$ cat src/rtl/llq_pkg.sv
`timescale 1ns / 1ps
// Package for the linked-list queue with free list.
// Holds default sizes, operation and status codes and the control state type.
// No dependencies.
package llq_pkg;

  // Default sizing
  localparam int NODE_COUNT_DEF = 16;
  localparam int DATA_WIDTH_DEF = 32;

  // Width of value fields on the stream ports
  localparam int VALUE_W  = 32;
  localparam int STATUS_W = 2;

  // Operation codes carried on s_tuser
  typedef enum logic {
    OP_INSERT = 1'b0,
    OP_DELETE = 1'b1
  } op_t;

  // Status codes carried on m_tuser
  typedef enum logic [STATUS_W-1:0] {
    ST_DONE  = 2'd0,
    ST_FULL  = 2'd1,
    ST_EMPTY = 2'd2
  } status_t;

  // Control sequencer, one-hot
  typedef enum logic [1:0] {
    S_IDLE = 2'b01,
    S_EXEC = 2'b10
  } state_t;

endpackage

$ cat src/rtl/linked_list_queue_free_list.sv
`timescale 1ns / 1ps
// FIFO kept as a singly linked list in a node store, unused nodes on a free list.
// Link and data stores are synchronous memories inside this module.
// Depends on llq_pkg.
//
//  port group | dir | tdata                     | tuser
//  s_*        | in  | [31:0] value (signed)     | [0] operation (0 insert, 1 delete)
//  m_*        | out | [31:0] result_value (sgn) | [1:0] status (0 done,1 full,2 empty)
//
// The accept edge issues the registered read of the link and data memories; the
// execute step that follows writes at most one link (and the data on an insert)
// and updates the head, tail and free-list pointers. No word is taken meanwhile.
// Reset (rst, synchronous) needs no clearing pass: a fill count marks links not
// yet written, which read as the initial chain i -> i+1.
// A word is taken only while the result register is empty or being drained.
module linked_list_queue_free_list #(
  parameter int NODE_COUNT = llq_pkg::NODE_COUNT_DEF,
  parameter int DATA_WIDTH = llq_pkg::DATA_WIDTH_DEF
) (
  input  logic                               clk,
  input  logic                               rst,
  // input stream
  input  logic                               s_tvalid,
  output logic                               s_tready,
  input  logic signed [llq_pkg::VALUE_W-1:0] s_tdata,   // [31:0] value
  input  logic                               s_tuser,   // [0] operation
  // result stream
  output logic                               m_tvalid,
  input  logic                               m_tready,
  output logic signed [llq_pkg::VALUE_W-1:0] m_tdata,   // [31:0] result_value
  output logic [llq_pkg::STATUS_W-1:0]       m_tuser    // [1:0] status
);

  localparam int ADDR_W = (NODE_COUNT > 1) ? $clog2(NODE_COUNT) : 1;
  localparam int LINK_W = $clog2(NODE_COUNT + 1);
  localparam logic [LINK_W-1:0] LINK_NULL = LINK_W'(NODE_COUNT);

  // Memories
  logic [LINK_W-1:0]     next_mem [NODE_COUNT];
  logic [DATA_WIDTH-1:0] data_mem [NODE_COUNT];

  // Control and pointer registers
  llq_pkg::state_t   state, state_next;
  logic [LINK_W-1:0] free_head, free_head_next;
  logic [LINK_W-1:0] list_head, list_head_next;
  logic [LINK_W-1:0] list_tail, list_tail_next;
  logic [LINK_W-1:0] fill, fill_next;

  // Latched word and read address
  logic                               op_q;
  logic signed [llq_pkg::VALUE_W-1:0] value_q;
  logic [LINK_W-1:0]                  rd_addr_q;
  logic [LINK_W-1:0]                  rd_addr;
  logic [LINK_W-1:0]                  next_q;
  logic [DATA_WIDTH-1:0]              data_q;

  // Link write port
  logic              nx_we;
  logic [LINK_W-1:0] nx_wa;
  logic [LINK_W-1:0] nx_wd;
  logic              dt_we;

  // Result loading
  logic                               out_load;
  logic [llq_pkg::STATUS_W-1:0]       out_status;
  logic signed [llq_pkg::VALUE_W-1:0] out_value;

  logic              s_acc;
  logic [LINK_W-1:0] link_rd;
  logic signed [63:0] store_ext;
  logic signed [63:0] load_ext;

  assign s_tready = (state == llq_pkg::S_IDLE) && (!m_tvalid || m_tready);
  assign s_acc    = s_tvalid && s_tready;

  // Read address: free-list head for insert, queue head for delete
  assign rd_addr = (s_tuser == llq_pkg::OP_DELETE) ? list_head : free_head;

  // Synchronous reads at the accept edge
  always_ff @(posedge clk) begin
    if (s_acc) begin
      next_q    <= next_mem[rd_addr[ADDR_W-1:0]];
      data_q    <= data_mem[rd_addr[ADDR_W-1:0]];
      rd_addr_q <= rd_addr;
      op_q      <= s_tuser;
      value_q   <= s_tdata;
    end
  end

  // Memory writes
  always_ff @(posedge clk) begin
    if (nx_we) begin
      next_mem[nx_wa[ADDR_W-1:0]] <= nx_wd;
    end
    if (dt_we) begin
      data_mem[free_head[ADDR_W-1:0]] <= store_ext[DATA_WIDTH-1:0];
    end
  end

  // Links at or past the fill count were never written: they hold i + 1
  assign link_rd = (rd_addr_q >= fill) ? LINK_W'(rd_addr_q + 1'b1) : next_q;

  // Width conversion between the port and the stored value
  assign store_ext = 64'(value_q);
  assign load_ext  = 64'($signed(data_q));

  // Execute step: pointer updates, the data write and at most one link write
  always_comb begin
    state_next     = state;
    free_head_next = free_head;
    list_head_next = list_head;
    list_tail_next = list_tail;
    fill_next      = fill;
    nx_we          = 1'b0;
    nx_wa          = list_tail;
    nx_wd          = free_head;
    dt_we          = 1'b0;
    out_load       = 1'b0;
    out_status     = llq_pkg::ST_DONE;
    out_value      = value_q;
    unique case (state)
      llq_pkg::S_IDLE: begin
        if (s_acc) begin
          state_next = llq_pkg::S_EXEC;
        end
      end
      llq_pkg::S_EXEC: begin
        state_next = llq_pkg::S_IDLE;
        out_load   = 1'b1;
        if (op_q == llq_pkg::OP_INSERT) begin
          if (free_head == LINK_NULL) begin
            out_status = llq_pkg::ST_FULL;
          end else begin
            dt_we          = 1'b1;
            free_head_next = link_rd;
            if (free_head == fill) begin
              fill_next = fill + 1'b1;
            end
            // append after the tail, or start a new queue
            if (list_head == LINK_NULL || list_tail == LINK_NULL) begin
              list_head_next = free_head;
            end else begin
              nx_we = 1'b1;
              nx_wa = list_tail;
              nx_wd = free_head;
            end
            list_tail_next = free_head;
          end
        end else begin
          if (list_head == LINK_NULL) begin
            out_status = llq_pkg::ST_EMPTY;
            out_value  = '0;
          end else begin
            out_value = load_ext[llq_pkg::VALUE_W-1:0];
            // push the removed node onto the free list
            nx_we          = 1'b1;
            nx_wa          = list_head;
            nx_wd          = free_head;
            free_head_next = list_head;
            // the tail's stored link is stale; treat it as null
            if (list_head == list_tail) begin
              list_head_next = LINK_NULL;
              list_tail_next = LINK_NULL;
            end else begin
              list_head_next = link_rd;
            end
          end
        end
      end
      default: begin
        state_next = llq_pkg::S_IDLE;
      end
    endcase
  end

  // Control registers
  always_ff @(posedge clk) begin
    if (rst) begin
      state     <= llq_pkg::S_IDLE;
      free_head <= '0;
      list_head <= LINK_NULL;
      list_tail <= LINK_NULL;
      fill      <= '0;
    end else begin
      state     <= state_next;
      free_head <= free_head_next;
      list_head <= list_head_next;
      list_tail <= list_tail_next;
      fill      <= fill_next;
    end
  end

  // Result register
  always_ff @(posedge clk) begin
    if (rst) begin
      m_tvalid <= 1'b0;
    end else if (out_load) begin
      m_tvalid <= 1'b1;
    end else if (m_tready) begin
      m_tvalid <= 1'b0;
    end
  end

  always_ff @(posedge clk) begin
    if (out_load) begin
      m_tdata <= out_value;
      m_tuser <= out_status;
    end
  end

  // Assertions
  a_fill_range: assert property (@(posedge clk) disable iff (rst)
    fill <= LINK_W'(NODE_COUNT))
    else $error("fill count past node count");

  a_head_tail: assert property (@(posedge clk) disable iff (rst)
    (list_head == LINK_NULL) == (list_tail == LINK_NULL))
    else $error("head and tail disagree on empty queue");

  a_free_vs_head: assert property (@(posedge clk) disable iff (rst)
    list_head != LINK_NULL |-> free_head != list_head)
    else $error("node both queued and free");

  a_exec_slot: assert property (@(posedge clk) disable iff (rst)
    state == llq_pkg::S_EXEC |-> !m_tvalid)
    else $error("result register busy at execute");

  a_exec_result: assert property (@(posedge clk) disable iff (rst)
    state == llq_pkg::S_EXEC |=> m_tvalid && state == llq_pkg::S_IDLE)
    else $error("execute step gave no result");

endmodule

$ cat config.mk
export PLATFORM = sky130hd
export DESIGN_NAME = linked_list_queue_free_list
export DESIGN_NICKNAME = d
export VERILOG_FILES = /design/src/rtl/llq_pkg.sv /design/src/rtl/linked_list_queue_free_list.sv
export SDC_FILE = /design/constraint.sdc
export NUM_CORES = 1
export LEC_CHECK = 0
export BUFFER_PORTS_ARGS = -buffer_cell sky130_fd_sc_hd__buf_4
export CAP_MARGIN = 20
export CORE_MARGIN = 3
export CORE_UTILIZATION = 56
export DETAILED_ROUTE_END_ITERATION = 12
export GPL_ROUTABILITY_DRIVEN = 0
export GPL_TIMING_DRIVEN = 0
export MAX_ROUTING_LAYER = met4
export PLACE_DENSITY_LB_ADDON = 0.1
export SLEW_MARGIN = 25
export SYNTH_ARGS = -nofsm -noshare
export SYNTH_HDL_FRONTEND = slang
export SYNTH_SLANG_ARGS = --single-unit
export TNS_END_PERCENT = 100
$ cat constraint.sdc
create_clock -name clk -period 4.3 [get_ports clk]
set_clock_uncertainty 0.05 [all_clocks]
set_input_delay 0.215 -clock clk [delete_from_list [all_inputs] [get_ports clk]]
set_output_delay 0.215 -clock clk [all_outputs]
set_load 0.01 [all_outputs]
==> flow_metrics.py <==
metrics = {
    "outcome": {
        "run_status": "finished, final reports clean",
    },
    "clock_tree": {
        "cts.clk_slew.worst_paths_ns": 0.06,
        "number_of_buffers_added_by_the_clock_tree_synthesis_step": 74,
        "ctsRootBufferMaster": "clkbuf_16",
        "cts.htree.levels": 3,
        "clockBufferDepth": 3,
        "clock_sinks": 724,
        "tritoncts": "yes",
        "clock_latency_on_the_worst_skew_pair_ns": 0.61,
    },
    "finish": {
        "multi_input_comb_area_um2": 6640,
        "layout-area-overhead-vs-synth_pct": 16.5,
        "fillCellCount": 3689,
        "most-common-layout-cells": "edfxtp_1 (701), nand2_1 (679), nand3_1 (336)",
        "seq_area_um2": 21500,
        "drive_above_1_share_pct": 12.6,
        "fin_util_pct": 66.4,
        "finish.cell_count_without_fillers": 3173,
        "layout.cells.most_common": "edfxtp_1",
        "finish.net_count": 2484,
    },
    "setup_path": {
        "worst-setup-path-type": "reg -> reg",
        "cells_on_worst_reg2reg_path": 9,
        "timing.critical_path.required_ns": 4.59,
        "critPathMaxStageDelay_ns": 0.72,
        "critical_path_arrival_ns": 4.08,
        "crit_path_end_kind": "register",
        "cp_max_fo": 17,
        "standard_cell_with_the_maximum_stage_delay_on_the_critical_path": "dfxtp_1",
        "r2r_slack_ns": 0.51,
        "crit-reg2reg-launch": "free_head[1]",
        "worst_setup_path_start_kind": "register",
        "crit_path_cell_trace": "buf_2, mux2i_4, inv_2, buf_2, clkbuf_1, nand2_1, nand3_1, nand3_1, a31oi_1",
        "r2r-end": "next_q[4]",
    },
    "yosys": {
        "syn-cell-area_um2": 28800,
        "ys_seq_area_share_pct": 74.8,
        "synthesis.area_per_instance_um2": 12.9,
        "yosys_warnings": 0,
        "synth.lib_cells_used.distinct": 54,
        "dominantRegCellSynth": "edfxtp_1",
        "synth_seq_cells": 724,
        "mappedNetlistNets": 2277,
        "ys_async_sr_fraction_pct": 0,
        "number_of_synthesized_flops_with_an_enable_pin": 701,
        "netlist_instances": 2233,
    },
    "pwr": {
        "power.leakage_nw": 11.8,
        "total_power_draw_mw": 14.6,
        "power.density_cell_area_nw_per_um2": 436,
        "max_vdd_drop_uv": 343,
    },
    "timing": {
        "timing.fmax_mhz": 264,
        "setup_viol_count_final": 0,
        "maxSlewViolCount": 0,
        "timing.final.ws_setup_ns": 0.513,
        "post-route-period-util_pct": 88.1,
        "finalHoldViolations": 0,
        "grt_setup_unrepaired": "no",
        "remaining_max_slew_budget_at_the_tightest_pin_pct": 31.2,
        "final.min_clock_period_ns": 3.79,
        "worst_slew_pin_tran_ns": 1.03,
    },
    "floorplan": {
        "die_width_um": 233,
        "die_area_um2": 54100,
        "core.rowCount": 82,
        "coreArea_um2": 50500,
        "die_height_um": 233,
        "floorplan.initialDensity_pct": 57.0,
        "io-pin-count": 73,
    },
    "global_routing": {
        "globalRouteOverflowTotal": 0,
        "maximum_number_of_pins_on_one_net_before_global_route_repair": 44,
        "grt_pass1_vias": 19000,
        "grt_util_all_layers_pct": 31.1,
        "grt_pass1_wl_um": 119000,
        "number_of_antenna_violations_at_the_first_check_in_global_routing": 3,
    },
    "min_path": {
        "hp-class": "in -> reg",
        "timing.hold.worst_endpoint": "value_q[15]",
        "hp-start": "s_tdata[15]",
        "holdPathStages": 2,
    },
    "flow_run": {
        "drv_cap": 0,
    },
    "place": {
        "pre_cts_ws_ns": 0.717,
        "numPortBuffers": 72,
        "hpwl_um": 54600,
        "numPlacedInstances": 3000,
    },
    "drt": {
        "via_count": 19300,
        "via_to_cell_ratio": 6.08,
        "wl_per_cell_um": 25.4,
        "dr.pass1.iters": 7,
        "postRouteAntennaNets": 0,
        "drc": 0,
        "first_iter_violations": 2664,
        "routed_wirelength_um": 80700,
    },
}
synthesized netlist by cell type (2+ instances only):
library cell	count	area, µm²
edfxtp_1	701	21100
nand2_1	679	2550
nand3_1	336	1680
a311oi_1	75	657
buf_2	73	365
nor2_1	68	255
clkbuf_1	59	221
and3_1	39	244
a31oi_1	37	231
dfxtp_1	23	460
inv_1	15	56.3
xnor2_1	12	105
buf_1	8	30.0
mux2i_1	8	80.1
nor3_1	8	40.0
buf_4	7	52.6
ha_1	7	87.6
o221a_2	7	78.8
a21oi_1	6	30.0
o21ai_0	6	30.0
xor2_1	5	43.8
a211oi_1	4	30.0
a22oi_1	3	22.5
nand2b_1	3	18.8
nand4_1	3	18.8
nor2b_1	3	18.8
o22ai_1	3	18.8
a21o_1	2	15.0
and2_1	2	12.5
clkinv_1	2	7.51
mux2_2	2	22.5
o211ai_1	2	15.0
o21ai_1	2	10.0
o22a_1	2	17.5
or2_2	2	12.5
metrics by stage:
step                      hold WS (ns)  cell area [µm²]  TNS, ns
final                            0.265            33500        0
after global routing             0.251            33500        0
after CTS                        0.236            33500        0
after detailed placement         0.344            30800        0
after global placement           0.343            30200  -378.31
after floorplan                  0.237            28800        0
cells by family after synthesis:
logic type      synth area share, %
xor+xnor                      0.518
fa+ha+maj                     0.304
compound gates                 4.31
flops                          74.8
simple gates                   17.1
mux                           0.435
buf+inv                        2.58
timing repair:
item | in CTS | in global routing
setup buffers | 0 | 0
resized for setup | 0 | 0
hold buffers | 36 | 0
hold endpoints to repair | 37 | 0
worst max-delay path by stage:
| stage | from | end | slack [ns] | depth (start not counted) |
|---|---|---|---|---|
| after detailed placement | free_head[1] | next_q[4] | 0.72 | 9 |
| after global routing | free_head[1] | next_q[4] | 0.38 | 9 |
| after CTS | free_head[1] | next_q[4] | 0.69 | 9 |
| final | free_head[1] | next_q[4] | 0.51 | 9 |
| after global placement | state[0] | data_mem[2][17] | -1.40 | 6 |
| after floorplan | state[0] | data_mem[4][0] | 0.80 | 5 |
state kept, by name (all words and copies together) (netlist names), 32 cells and up:
name,cells
data_q,32
next_mem,80
m_tdata,32
value_q,32
data_mem,512
power breakdown:
part | internal [mW] | switching, mW
Clock | 3.58 | 2.66
Combinational | 0.143 | 0.289
Sequential | 7.82 | 0.111
Total | 11.5 | 3.06
critical path: cells and delay by family (launching register included):
kind                   cells  cell delay, ns
DFF                        1            0.72
muxes                      1            0.22
AOI/OAI and AO/OA          1            0.49
and+or+nand+nor            3            0.37
buffers and inverters      4            1.65
final cells by class:
type / instances / share of cell area (%)
sequential: 724 / 64.2
multi-input combinational: 1343 / 19.8
clock buffer: 93 / 5.80
timing repair buffer: 131 / 4.30
tap: 672 / 2.51
buffer: 148 / 2.01
clock inverter: 40 / 1.16
inverter: 18 / 0.220
antenna: 4 / 0.0299
layer usage:
| metal | GRT usage, % | part of all wire, % | vias up |
|---|---|---|---|
| met5 | - | 0 | - |
| met4 | 12.1 | 3.5 | 0 |
| met3 | 7.41 | 10 | 184 |
| met2 | 46.9 | 47 | 1002 |
| met1 | 41.4 | 39 | 9530 |
| li1 | - | - | 8561 |
Power figures use the tool's default switching activity.
